$ cat config.mk
export PLATFORM = sky130hd
export DESIGN_NAME = tty_serial_ring_buffer_engine
export DESIGN_NICKNAME = d
export VERILOG_FILES = /design/src/rtl/tse_pkg.sv /design/src/rtl/tse_ctrl.sv /design/src/rtl/tse_datapath.sv /design/src/rtl/tty_serial_ring_buffer_engine.sv
export VERILOG_INCLUDE_DIRS = /design/src /design/src/rtl
export SDC_FILE = /design/constraint.sdc
export NUM_CORES = 1
export LEC_CHECK = 0
export CAP_MARGIN = 20
export CELL_PAD_IN_SITES_DETAIL_PLACEMENT = 1
export CELL_PAD_IN_SITES_GLOBAL_PLACEMENT = 1
export CORE_MARGIN = 8
export CORE_UTILIZATION = 56
export DETAILED_ROUTE_END_ITERATION = 10
export DONT_BUFFER_PORTS = 1
export PLACE_DENSITY_LB_ADDON = 0.1
export SYNTH_ARGS = -nofsm -noshare
export SYNTH_HDL_FRONTEND = slang
export SYNTH_SLANG_ARGS = --single-unit
$ cat constraint.sdc
create_clock -name clock -period 6.9 [get_ports clock]
set_clock_uncertainty 0.05 [all_clocks]
set_input_delay 0.345 -clock clock [delete_from_list [all_inputs] [get_ports clock]]
set_output_delay 0.345 -clock clock [all_outputs]
set_load 0.05 [all_outputs]
$ cat src/rtl/tty_serial_ring_buffer_engine_assert.svh
// Assertion macros used by the engine top level.
`ifndef TTY_SERIAL_RING_BUFFER_ENGINE_ASSERT_SVH
`define TTY_SERIAL_RING_BUFFER_ENGINE_ASSERT_SVH

// Same-cycle implication, checked out of reset.
`define TSE_ASSERT_NOW(label, clk, rst, ante, cons, msg) \
   label: assert property (@(posedge clk) disable iff (rst) (ante) |-> (cons)) \
      else $error(msg);

// Next-cycle implication, checked out of reset.
`define TSE_ASSERT_NEXT(label, clk, rst, ante, cons, msg) \
   label: assert property (@(posedge clk) disable iff (rst) (ante) |=> (cons)) \
      else $error(msg);

`endif

$ cat src/rtl/tse_pkg.sv
package tse_pkg;

   localparam int IN_DEPTH  = 64;
   localparam int OUT_DEPTH = 64;
   localparam int IN_AW     = $clog2(IN_DEPTH);
   localparam int IN_CW     = $clog2(IN_DEPTH + 1);
   localparam int OUT_AW    = $clog2(OUT_DEPTH);
   localparam int OUT_CW    = $clog2(OUT_DEPTH + 1);

   localparam int CHAR_W  = 7;
   localparam int BYTE_W  = 8;
   localparam int LEVEL_W = 7;

   localparam logic [CHAR_W-1:0] CH_ETX      = 7'h03;
   localparam logic [CHAR_W-1:0] CH_BS       = 7'h08;
   localparam logic [CHAR_W-1:0] CH_LF       = 7'h0A;
   localparam logic [CHAR_W-1:0] CH_VT       = 7'h0B;
   localparam logic [CHAR_W-1:0] CH_FF       = 7'h0C;
   localparam logic [CHAR_W-1:0] CH_CR       = 7'h0D;
   localparam logic [CHAR_W-1:0] CH_ESC      = 7'h1B;
   localparam logic [CHAR_W-1:0] CH_A        = 7'h41;
   localparam logic [CHAR_W-1:0] CH_B        = 7'h42;
   localparam logic [CHAR_W-1:0] CH_LBRACKET = 7'h5B;
   localparam logic [CHAR_W-1:0] CH_DEL      = 7'h7F;

   localparam logic [1:0] ESC_IDLE  = 2'd0;
   localparam logic [1:0] ESC_SEEN  = 2'd1;
   localparam logic [1:0] ESC_CSI   = 2'd2;
   localparam logic [1:0] ESC_STUCK = 2'd3;

   typedef enum logic [1:0] {
      OP_RX    = 2'd0,
      OP_READ  = 2'd1,
      OP_WRITE = 2'd2,
      OP_TX    = 2'd3
   } tse_op_type;

   typedef struct packed {
      tse_op_type        op;
      logic [BYTE_W-1:0] data_in;
   } tse_req_type;

   typedef struct packed {
      logic [CHAR_W-1:0]  read_char;
      logic               read_valid;
      logic               write_accepted;
      logic [BYTE_W-1:0]  tx_byte;
      logic               tx_valid;
      logic               tx_irq_on;
      logic               break_flag;
      logic               overflow;
      logic [LEVEL_W-1:0] input_level;
      logic [LEVEL_W-1:0] output_space;
   } tse_rsp_type;

   typedef struct packed {
      logic start;
      logic finish;
   } tse_cmd_type;

endpackage

$ cat src/rtl/tse_ctrl.sv
module tse_ctrl
   import tse_pkg::*;
(
   input  logic        clock,
   input  logic        reset,
   input  logic        req_valid,
   output logic        req_ready,
   output logic        rsp_valid,
   input  logic        rsp_ready,
   output tse_cmd_type cmd
);

   typedef enum logic [1:0] {
      ST_IDLE   = 2'b01,
      ST_FINISH = 2'b10
   } tse_state_type;

   tse_state_type state_ff, state_in;
   logic          rsp_valid_ff, rsp_valid_in;
   logic          slot_free;

   assign slot_free  = !rsp_valid_ff || rsp_ready;
   assign req_ready  = (state_ff == ST_IDLE);
   assign cmd.start  = req_valid && req_ready;
   assign cmd.finish = (state_ff == ST_FINISH) && slot_free;
   assign rsp_valid  = rsp_valid_ff;

   always_comb begin
      state_in = state_ff;
      case (state_ff)
         ST_IDLE: begin
            if (cmd.start) begin
               state_in = ST_FINISH;
            end
         end
         ST_FINISH: begin
            if (cmd.finish) begin
               state_in = ST_IDLE;
            end
         end
         default: begin
            state_in = ST_IDLE;
         end
      endcase
   end

   always_comb begin
      rsp_valid_in = rsp_valid_ff;
      if (cmd.finish) begin
         rsp_valid_in = 1'b1;
      end else if (rsp_ready) begin
         rsp_valid_in = 1'b0;
      end
   end

   always_ff @(posedge clock) begin
      if (reset) begin
         state_ff     <= ST_IDLE;
         rsp_valid_ff <= 1'b0;
      end else begin
         state_ff     <= state_in;
         rsp_valid_ff <= rsp_valid_in;
      end
   end

endmodule

$ cat src/rtl/tse_datapath.sv
module tse_datapath
   import tse_pkg::*;
(
   input  logic        clock,
   input  logic        reset,
   input  tse_cmd_type cmd,
   input  tse_req_type req,
   output tse_rsp_type rsp
);

   logic [CHAR_W-1:0] in_mem  [IN_DEPTH];
   logic [BYTE_W-1:0] out_mem [OUT_DEPTH];

   logic [IN_AW-1:0]  in_wptr_ff, in_wptr_in, in_rptr_ff, in_rptr_in;
   logic [IN_CW-1:0]  in_count_ff, in_count_in;
   logic [OUT_AW-1:0] out_wptr_ff, out_wptr_in, out_rptr_ff, out_rptr_in;
   logic [OUT_CW-1:0] out_space_ff, out_space_in;
   logic              tx_en_ff, tx_en_in;
   logic [1:0]        stage_ff, stage_in;

   logic lf_pend_ff, lf_pend_in;
   logic ovf_ff, ovf_in;
   logic brk_ff, brk_in;
   logic rdv_ff, rdv_in;
   logic wra_ff, wra_in;
   logic txv_ff, txv_in;

   logic [CHAR_W-1:0] rd_data_ff;
   logic [BYTE_W-1:0] tx_data_ff;
   tse_rsp_type       rsp_ff, rsp_in;

   logic              push_req, brk_cand, in_we, in_re, out_we, out_re;
   logic [CHAR_W-1:0] push_char, c;

   assign c = req.data_in[CHAR_W-1:0];

   always_comb begin
      in_wptr_in   = in_wptr_ff;
      in_rptr_in   = in_rptr_ff;
      in_count_in  = in_count_ff;
      out_wptr_in  = out_wptr_ff;
      out_rptr_in  = out_rptr_ff;
      out_space_in = out_space_ff;
      tx_en_in     = tx_en_ff;
      stage_in     = stage_ff;
      lf_pend_in   = lf_pend_ff;
      ovf_in       = ovf_ff;
      brk_in       = brk_ff;
      rdv_in       = rdv_ff;
      wra_in       = wra_ff;
      txv_in       = txv_ff;
      push_req     = 1'b0;
      push_char    = CH_LF;
      brk_cand     = 1'b0;
      in_we        = 1'b0;
      in_re        = 1'b0;
      out_we       = 1'b0;
      out_re       = 1'b0;

      if (cmd.start) begin
         lf_pend_in = 1'b0;
         ovf_in     = 1'b0;
         brk_in     = 1'b0;
         rdv_in     = 1'b0;
         wra_in     = 1'b0;
         txv_in     = 1'b0;
         case (req.op)
            OP_RX: begin
               if (c == CH_ESC) begin
                  if (stage_ff != ESC_STUCK) begin
                     stage_in = stage_ff + 2'd1;
                  end
               end else if (stage_ff == ESC_SEEN && c == CH_LBRACKET) begin
                  stage_in = ESC_CSI;
               end else if (stage_ff == ESC_CSI) begin
                  // cursor up/down store a code now and LF when the result is loaded
                  push_req = 1'b1;
                  stage_in = ESC_IDLE;
                  if (c == CH_A) begin
                     push_char  = CH_VT;
                     lf_pend_in = 1'b1;
                  end else if (c == CH_B) begin
                     push_char  = CH_FF;
                     lf_pend_in = 1'b1;
                  end
               end else if (c == CH_ETX) begin
                  push_req = 1'b1;
                  brk_cand = 1'b1;
               end else begin
                  push_req = 1'b1;
                  if (c == CH_DEL) begin
                     push_char = CH_BS;
                  end else if (c == CH_CR) begin
                     push_char = CH_LF;
                  end else begin
                     push_char = c;
                  end
               end
            end
            OP_READ: begin
               if (in_count_ff != '0) begin
                  in_re       = 1'b1;
                  rdv_in      = 1'b1;
                  in_count_in = in_count_ff - IN_CW'(1);
                  in_rptr_in  = (in_rptr_ff == IN_AW'(IN_DEPTH - 1)) ? '0
                                : in_rptr_ff + IN_AW'(1);
               end
            end
            OP_WRITE: begin
               if (out_space_ff != '0) begin
                  out_we       = 1'b1;
                  wra_in       = 1'b1;
                  tx_en_in     = 1'b1;
                  out_space_in = out_space_ff - OUT_CW'(1);
                  out_wptr_in  = (out_wptr_ff == OUT_AW'(OUT_DEPTH - 1)) ? '0
                                 : out_wptr_ff + OUT_AW'(1);
               end
            end
            OP_TX: begin
               if (out_space_ff >= OUT_CW'(OUT_DEPTH)) begin
                  tx_en_in = 1'b0;
               end else begin
                  out_re       = 1'b1;
                  txv_in       = 1'b1;
                  out_space_in = out_space_ff + OUT_CW'(1);
                  out_rptr_in  = (out_rptr_ff == OUT_AW'(OUT_DEPTH - 1)) ? '0
                                 : out_rptr_ff + OUT_AW'(1);
               end
            end
            default: begin
               tx_en_in = tx_en_ff;
            end
         endcase
      end else if (cmd.finish && lf_pend_ff) begin
         push_req = 1'b1;
      end

      // single push port into the input ring; drop on full
      if (push_req) begin
         if (in_count_ff < IN_CW'(IN_DEPTH)) begin
            in_we       = 1'b1;
            in_count_in = in_count_ff + IN_CW'(1);
            in_wptr_in  = (in_wptr_ff == IN_AW'(IN_DEPTH - 1)) ? '0
                          : in_wptr_ff + IN_AW'(1);
            if (brk_cand) begin
               brk_in = 1'b1;
            end
         end else begin
            ovf_in = 1'b1;
         end
      end
   end

   always_comb begin
      rsp_in.read_char      = rdv_ff ? rd_data_ff : '0;
      rsp_in.read_valid     = rdv_ff;
      rsp_in.write_accepted = wra_ff;
      rsp_in.tx_byte        = txv_ff ? tx_data_ff : '0;
      rsp_in.tx_valid       = txv_ff;
      rsp_in.tx_irq_on      = tx_en_ff;
      rsp_in.break_flag     = brk_in;
      rsp_in.overflow       = ovf_in;
      rsp_in.input_level    = LEVEL_W'(in_count_in);
      rsp_in.output_space   = LEVEL_W'(out_space_ff);
   end

   always_ff @(posedge clock) begin
      if (in_we) begin
         in_mem[in_wptr_ff] <= push_char;
      end
      if (in_re) begin
         rd_data_ff <= in_mem[in_rptr_ff];
      end
   end

   always_ff @(posedge clock) begin
      if (out_we) begin
         out_mem[out_wptr_ff] <= req.data_in;
      end
      if (out_re) begin
         tx_data_ff <= out_mem[out_rptr_ff];
      end
   end

   always_ff @(posedge clock) begin
      if (reset) begin
         in_wptr_ff   <= '0;
         in_rptr_ff   <= '0;
         in_count_ff  <= '0;
         out_wptr_ff  <= '0;
         out_rptr_ff  <= '0;
         out_space_ff <= OUT_CW'(OUT_DEPTH);
         tx_en_ff     <= 1'b0;
         stage_ff     <= ESC_IDLE;
         lf_pend_ff   <= 1'b0;
      end else begin
         in_wptr_ff   <= in_wptr_in;
         in_rptr_ff   <= in_rptr_in;
         in_count_ff  <= in_count_in;
         out_wptr_ff  <= out_wptr_in;
         out_rptr_ff  <= out_rptr_in;
         out_space_ff <= out_space_in;
         tx_en_ff     <= tx_en_in;
         stage_ff     <= stage_in;
         lf_pend_ff   <= lf_pend_in;
      end
   end

   always_ff @(posedge clock) begin
      ovf_ff <= ovf_in;
      brk_ff <= brk_in;
      rdv_ff <= rdv_in;
      wra_ff <= wra_in;
      txv_ff <= txv_in;
      if (cmd.finish) begin
         rsp_ff <= rsp_in;
      end
   end

   assign rsp = rsp_ff;

endmodule

$ cat src/rtl/tty_serial_ring_buffer_engine.sv
// Serial TTY ring-buffer engine.
// req channel: one event per transfer, req_payload.op selects a received line
// byte, a software read, a software write or a transmitter-ready event, and
// req_payload.data_in carries the byte for receive and write events.
// rsp channel: exactly one result transfer per event, carrying the popped
// character, write acceptance, the byte for the transmitter, the transmit
// interrupt enable, break and overflow flags and the two ring levels.
// rsp_valid rises when the result register is loaded: the transfer edge
// updates the rings and reads the ring memory, and a later edge in the
// finish state, once the result slot is free, loads the result register.
// An event whose escape sequence stores two characters pushes the line feed
// at that load edge through the single ring write port.
// One event at a time: req_ready is high in the idle state of the
// controller only.
// Reset clears both ring pointers and counts, the escape recognizer and the
// transmit enable; ring contents are not cleared and no clearing pass runs.
// A stalled rsp channel holds the result register; the engine still takes
// the next event, then waits with it until the result register frees up.
`include "tty_serial_ring_buffer_engine_assert.svh"

module tty_serial_ring_buffer_engine
   import tse_pkg::*;
(
   input  logic        clock,
   input  logic        reset,
   input  logic        req_valid,
   output logic        req_ready,
   input  tse_req_type req_payload,
   output logic        rsp_valid,
   input  logic        rsp_ready,
   output tse_rsp_type rsp_payload
);

   tse_cmd_type cmd;

   // sequence each event: update rings on transfer, then load the result
   tse_ctrl u_ctrl (
      .clock     (clock),
      .reset     (reset),
      .req_valid (req_valid),
      .req_ready (req_ready),
      .rsp_valid (rsp_valid),
      .rsp_ready (rsp_ready),
      .cmd       (cmd)
   );

   // hold both rings, the escape recognizer and the result register
   tse_datapath u_datapath (
      .clock (clock),
      .reset (reset),
      .cmd   (cmd),
      .req   (req_payload),
      .rsp   (rsp_payload)
   );

   // one event in flight: no second transfer right after a transfer
   `TSE_ASSERT_NEXT(a_one_in_flight, clock, reset,
      req_valid && req_ready, !req_ready, "engine took two events back to back")
   // a byte still in the output ring keeps the transmit interrupt on
   `TSE_ASSERT_NOW(a_tx_irq_kept, clock, reset,
      rsp_valid && rsp_payload.tx_valid, rsp_payload.tx_irq_on,
      "transmit interrupt off while sending")
   // drop only when the input ring is full
   `TSE_ASSERT_NOW(a_ovf_full, clock, reset,
      rsp_valid && rsp_payload.overflow, rsp_payload.input_level == LEVEL_W'(IN_DEPTH),
      "overflow with room in input ring")
   // read, write and transmit results never mix in one transfer
   `TSE_ASSERT_NOW(a_kinds_apart, clock, reset,
      rsp_valid && rsp_payload.read_valid,
      !rsp_payload.write_accepted && !rsp_payload.tx_valid, "mixed event results")

endmodule

==> flow_metrics.env <==
export IMPL_hold_path_depth=1
export IMPL_core_area_mm2=0.0742
export IMPL_dp_hpwl_mm=62.6
export IMPL_antenna_found_initial=1
export IMPL_setup_tns_ps=0
export IMPL_vias_per_cell=6.55
export IMPL_hold_path_class="in -> reg"
export IMPL_drt_drc_violations_left=0
export IMPL_synth_top_family_by_area="multiplexers"
export IMPL_clock_sinks=1060
export IMPL_synthesis_instances=2149
export IMPL_min_from="req_payload[0]"
export IMPL_cp_start_kind="flip-flop"
export IMPL_port_buffers=0
export IMPL_clock_path_buffers=3
export IMPL_synth_top_area_share_pct=72.6
export IMPL_synthAdderAreaFrac_pct=0.556
export IMPL_mostFrequentLayoutCells="edfxtp_1 (1013), mux4_2 (224), nor2_1 (169), clkbuf_16 (107), nand2_1 (64)"
export IMPL_synthXorXnorAreaFrac_pct=0.460
export IMPL_gp_congestion=0.821
export IMPL_ioPinCount=51
export IMPL_cp_end_kind="flip-flop"
export IMPL_utilization_pct=62.6
export IMPL_r2r_cells=5
export IMPL_dieArea_mm2=0.0838
export IMPL_peakVddDrop_mv=0.219
export IMPL_synthSimpleGateAreaFrac_pct=4.97
export IMPL_synth_flop_cell="edfxtp_1"
export IMPL_n_antenna_cell=0
export IMPL_synth_compound_area_share_pct=3.52
export IMPL_start_util_pct=56.4
export IMPL_cap_violations=0
export IMPL_grt_max_degree=89
export IMPL_slowest_delay_ps=950
export IMPL_synth_edf_count=1013
export IMPL_synth_warnings=0
export IMPL_grt_pass1_vias=22100
export IMPL_ys_top_cells_by_area="edfxtp_1 (73%), mux4_2 (12%), dfxtp_1 (2.2%), nor2_1 (1.5%), mux2i_1 (0.88%)"
export IMPL_path_cells="nand3b_4, or3_1, o21ai_2, nand4_1, nor2_1"
export IMPL_fin_crit_sh_pct=55.1
export IMPL_synth_nets=2181
export IMPL_worstPathRequired_ps=7150
export IMPL_synth_avg_cell_area_um2=19.5
export IMPL_syn_area_mm2=0.0419
export IMPL_dieHeight_um=289
export IMPL_grt_overflow=0
export IMPL_nets=2217
export IMPL_rsz0062_at_grt="no"
export IMPL_crit_fanout=16
export IMPL_cp_arrival_ps=4050
export IMPL_grt_pass1_wl_mm=154
export IMPL_tightest_slew_ps=1090
export IMPL_synth_seq_area_share_pct=74.9
export IMPL_layout_setup_ws_ps=3090
export IMPL_area_delta_synth_final_pct=11.0
export IMPL_grtUsageTotal_pct=25.3
export IMPL_clkLatencyLatePin_ps=660
export IMPL_setup_viol=0
export IMPL_drtAntennaViolNets=0
export IMPL_drt_iter0_drc=2339
export IMPL_maxSlewHeadroom_pct=26.9
export IMPL_synth_mux_area_share_pct=14.0
export IMPL_p_per_area_mw_per_mm2=278
export IMPL_fp_dieW_um=289
export IMPL_first_pass_iters=6
export IMPL_cts_buffers_inserted=106
export IMPL_fmaxAchievable_mhz=263
export IMPL_fin_crit_ps=3810
export IMPL_vias=21200
export IMPL_synth_cell_types=75
export IMPL_yosys_register_bits=1060
export IMPL_r2r_start="u_ctrl.state_ff[1]"
export IMPL_clk_pin_slew_worst_paths_ps=60
export IMPL_leakagePower_uw=0.0147
export IMPL_run_status="complete, no violations"
export IMPL_rows=100
export IMPL_routed_wirelength_mm=105
export IMPL_drive_gt1_share_pct=20.4
export IMPL_cts_tree="yes"
export IMPL_place_ws_ps=3060
export IMPL_final_common_cell="edfxtp_1"
export IMPL_htreeDepth=3
export IMPL_post_cts_resized=0
export IMPL_synth_largest_area_cell="edfxtp_1"
export IMPL_slowest_stage="nand4_1"
export IMPL_synthArstFlopShare_pct=0
export IMPL_root_buffer="clkbuf_16"
export IMPL_final_max_slew_viol_count=0
export IMPL_startpoint="u_ctrl.state_ff[1]"
export IMPL_wl_per_cell_um=32.4
export IMPL_worst_setup_path_type="reg -> reg"
export IMPL_finalHoldViolCount=0
metrics by stage:
stage,total power [µW],area (µm²),cells,hold WS [ps]
global route,13200,46500,3240,14.5
global placement,7360,42700,3025,361
floorplan,7320,41900,2149,350
CTS,13000,46400,3239,6.11
detailed placement,7370,42700,3026,362
finish,12900,46500,3240,17.6
logic make-up after synthesis:
kind of cell / count (synthesis)
compound gates: 210
fa+ha+maj: 18
buf+inv: 132
simple gates: 420
mux: 287
xor+xnor: 22
flops: 1060
where the power goes:
group	internal [µW]	switching (µW)	total, µW
Combinational	87.8	171	259
Clock	3190	2400	5580
Sequential	7030	27.3	7060
final timing paths:
check	endpoint	slack, ps
hold / removal	u_datapath.out_mem[11][0]	20
hold reg to reg	u_datapath.rsp[26]	380
setup / recovery	u_datapath.in_mem[28][5]	3090
setup reg to reg	u_datapath.in_mem[28][5]	3090
synth_stat cells (11+ instances only):
library cell / instances
edfxtp_1: 1013
mux4_2: 224
nor2_1: 171
nand2_1: 64
a22oi_1: 49
dfxtp_1: 47
a21oi_1: 43
clkbuf_1: 42
mux2i_1: 37
and2_1: 26
buf_2: 26
nor2b_1: 24
nand3_1: 22
buf_1: 19
o21ai_0: 19
buf_4: 18
o22ai_1: 18
ha_1: 17
inv_1: 16
mux2_2: 16
nand4_1: 16
nor3_1: 16
xnor2_1: 14
a221oi_1: 11
layer usage:
layer	wire length, µm	up-vias	global-route usage (%)	part of all wire, %
li1	-	8880	-	-
met1	46100	11300	38.6	44
met2	48500	909	38.4	46
met3	8310	144	4.92	7.9
met4	1960	0	5.28	1.9
met5	0	-	0	0
flip-flops by register name, indices dropped and copies added (netlist names):
signal                   cells
u_ctrl.rsp_valid             1
u_ctrl.state_ff              2
u_datapath.brk_ff            1
u_datapath.in_count_ff       7
u_datapath.in_mem          448
u_datapath.in_rptr_ff        6
u_datapath.in_wptr_ff        6
u_datapath.lf_pend_ff        1
u_datapath.out_mem         512
u_datapath.out_rptr_ff       6
u_datapath.out_space_ff      7
u_datapath.out_wptr_ff       6
u_datapath.ovf_ff            1
u_datapath.rd_data_ff        7
u_datapath.rdv_ff            1
u_datapath.rsp              35
u_datapath.stage_ff          2
u_datapath.tx_data_ff        8
u_datapath.tx_en_ff          1
u_datapath.txv_ff            1
u_datapath.wra_ff            1
cell type report:
cell class,count,area [µm²]
Clock buffer,130,2810
Clock inverter,64,543
Fill cell,6108,27700
Inverter,18,67.6
Multi-Input combinational cell,957,9890
Sequential cell,1060,31400
Tap cell,969,1210
Timing Repair Buffer,42,571
timing repair:
item,in CTS,in global routing
buffers inserted,0,0
hold buffers,19,0
endpoints found under the hold margin,561,0
critical path: cells and delay by family, from the launching register on:
family | cells | cell delay [ps]
and+or+nand+nor | 4 | 2430
AOI/OAI and AO/OA | 1 | 600
DFF | 1 | 360
Power figures use the tool's default switching activity.
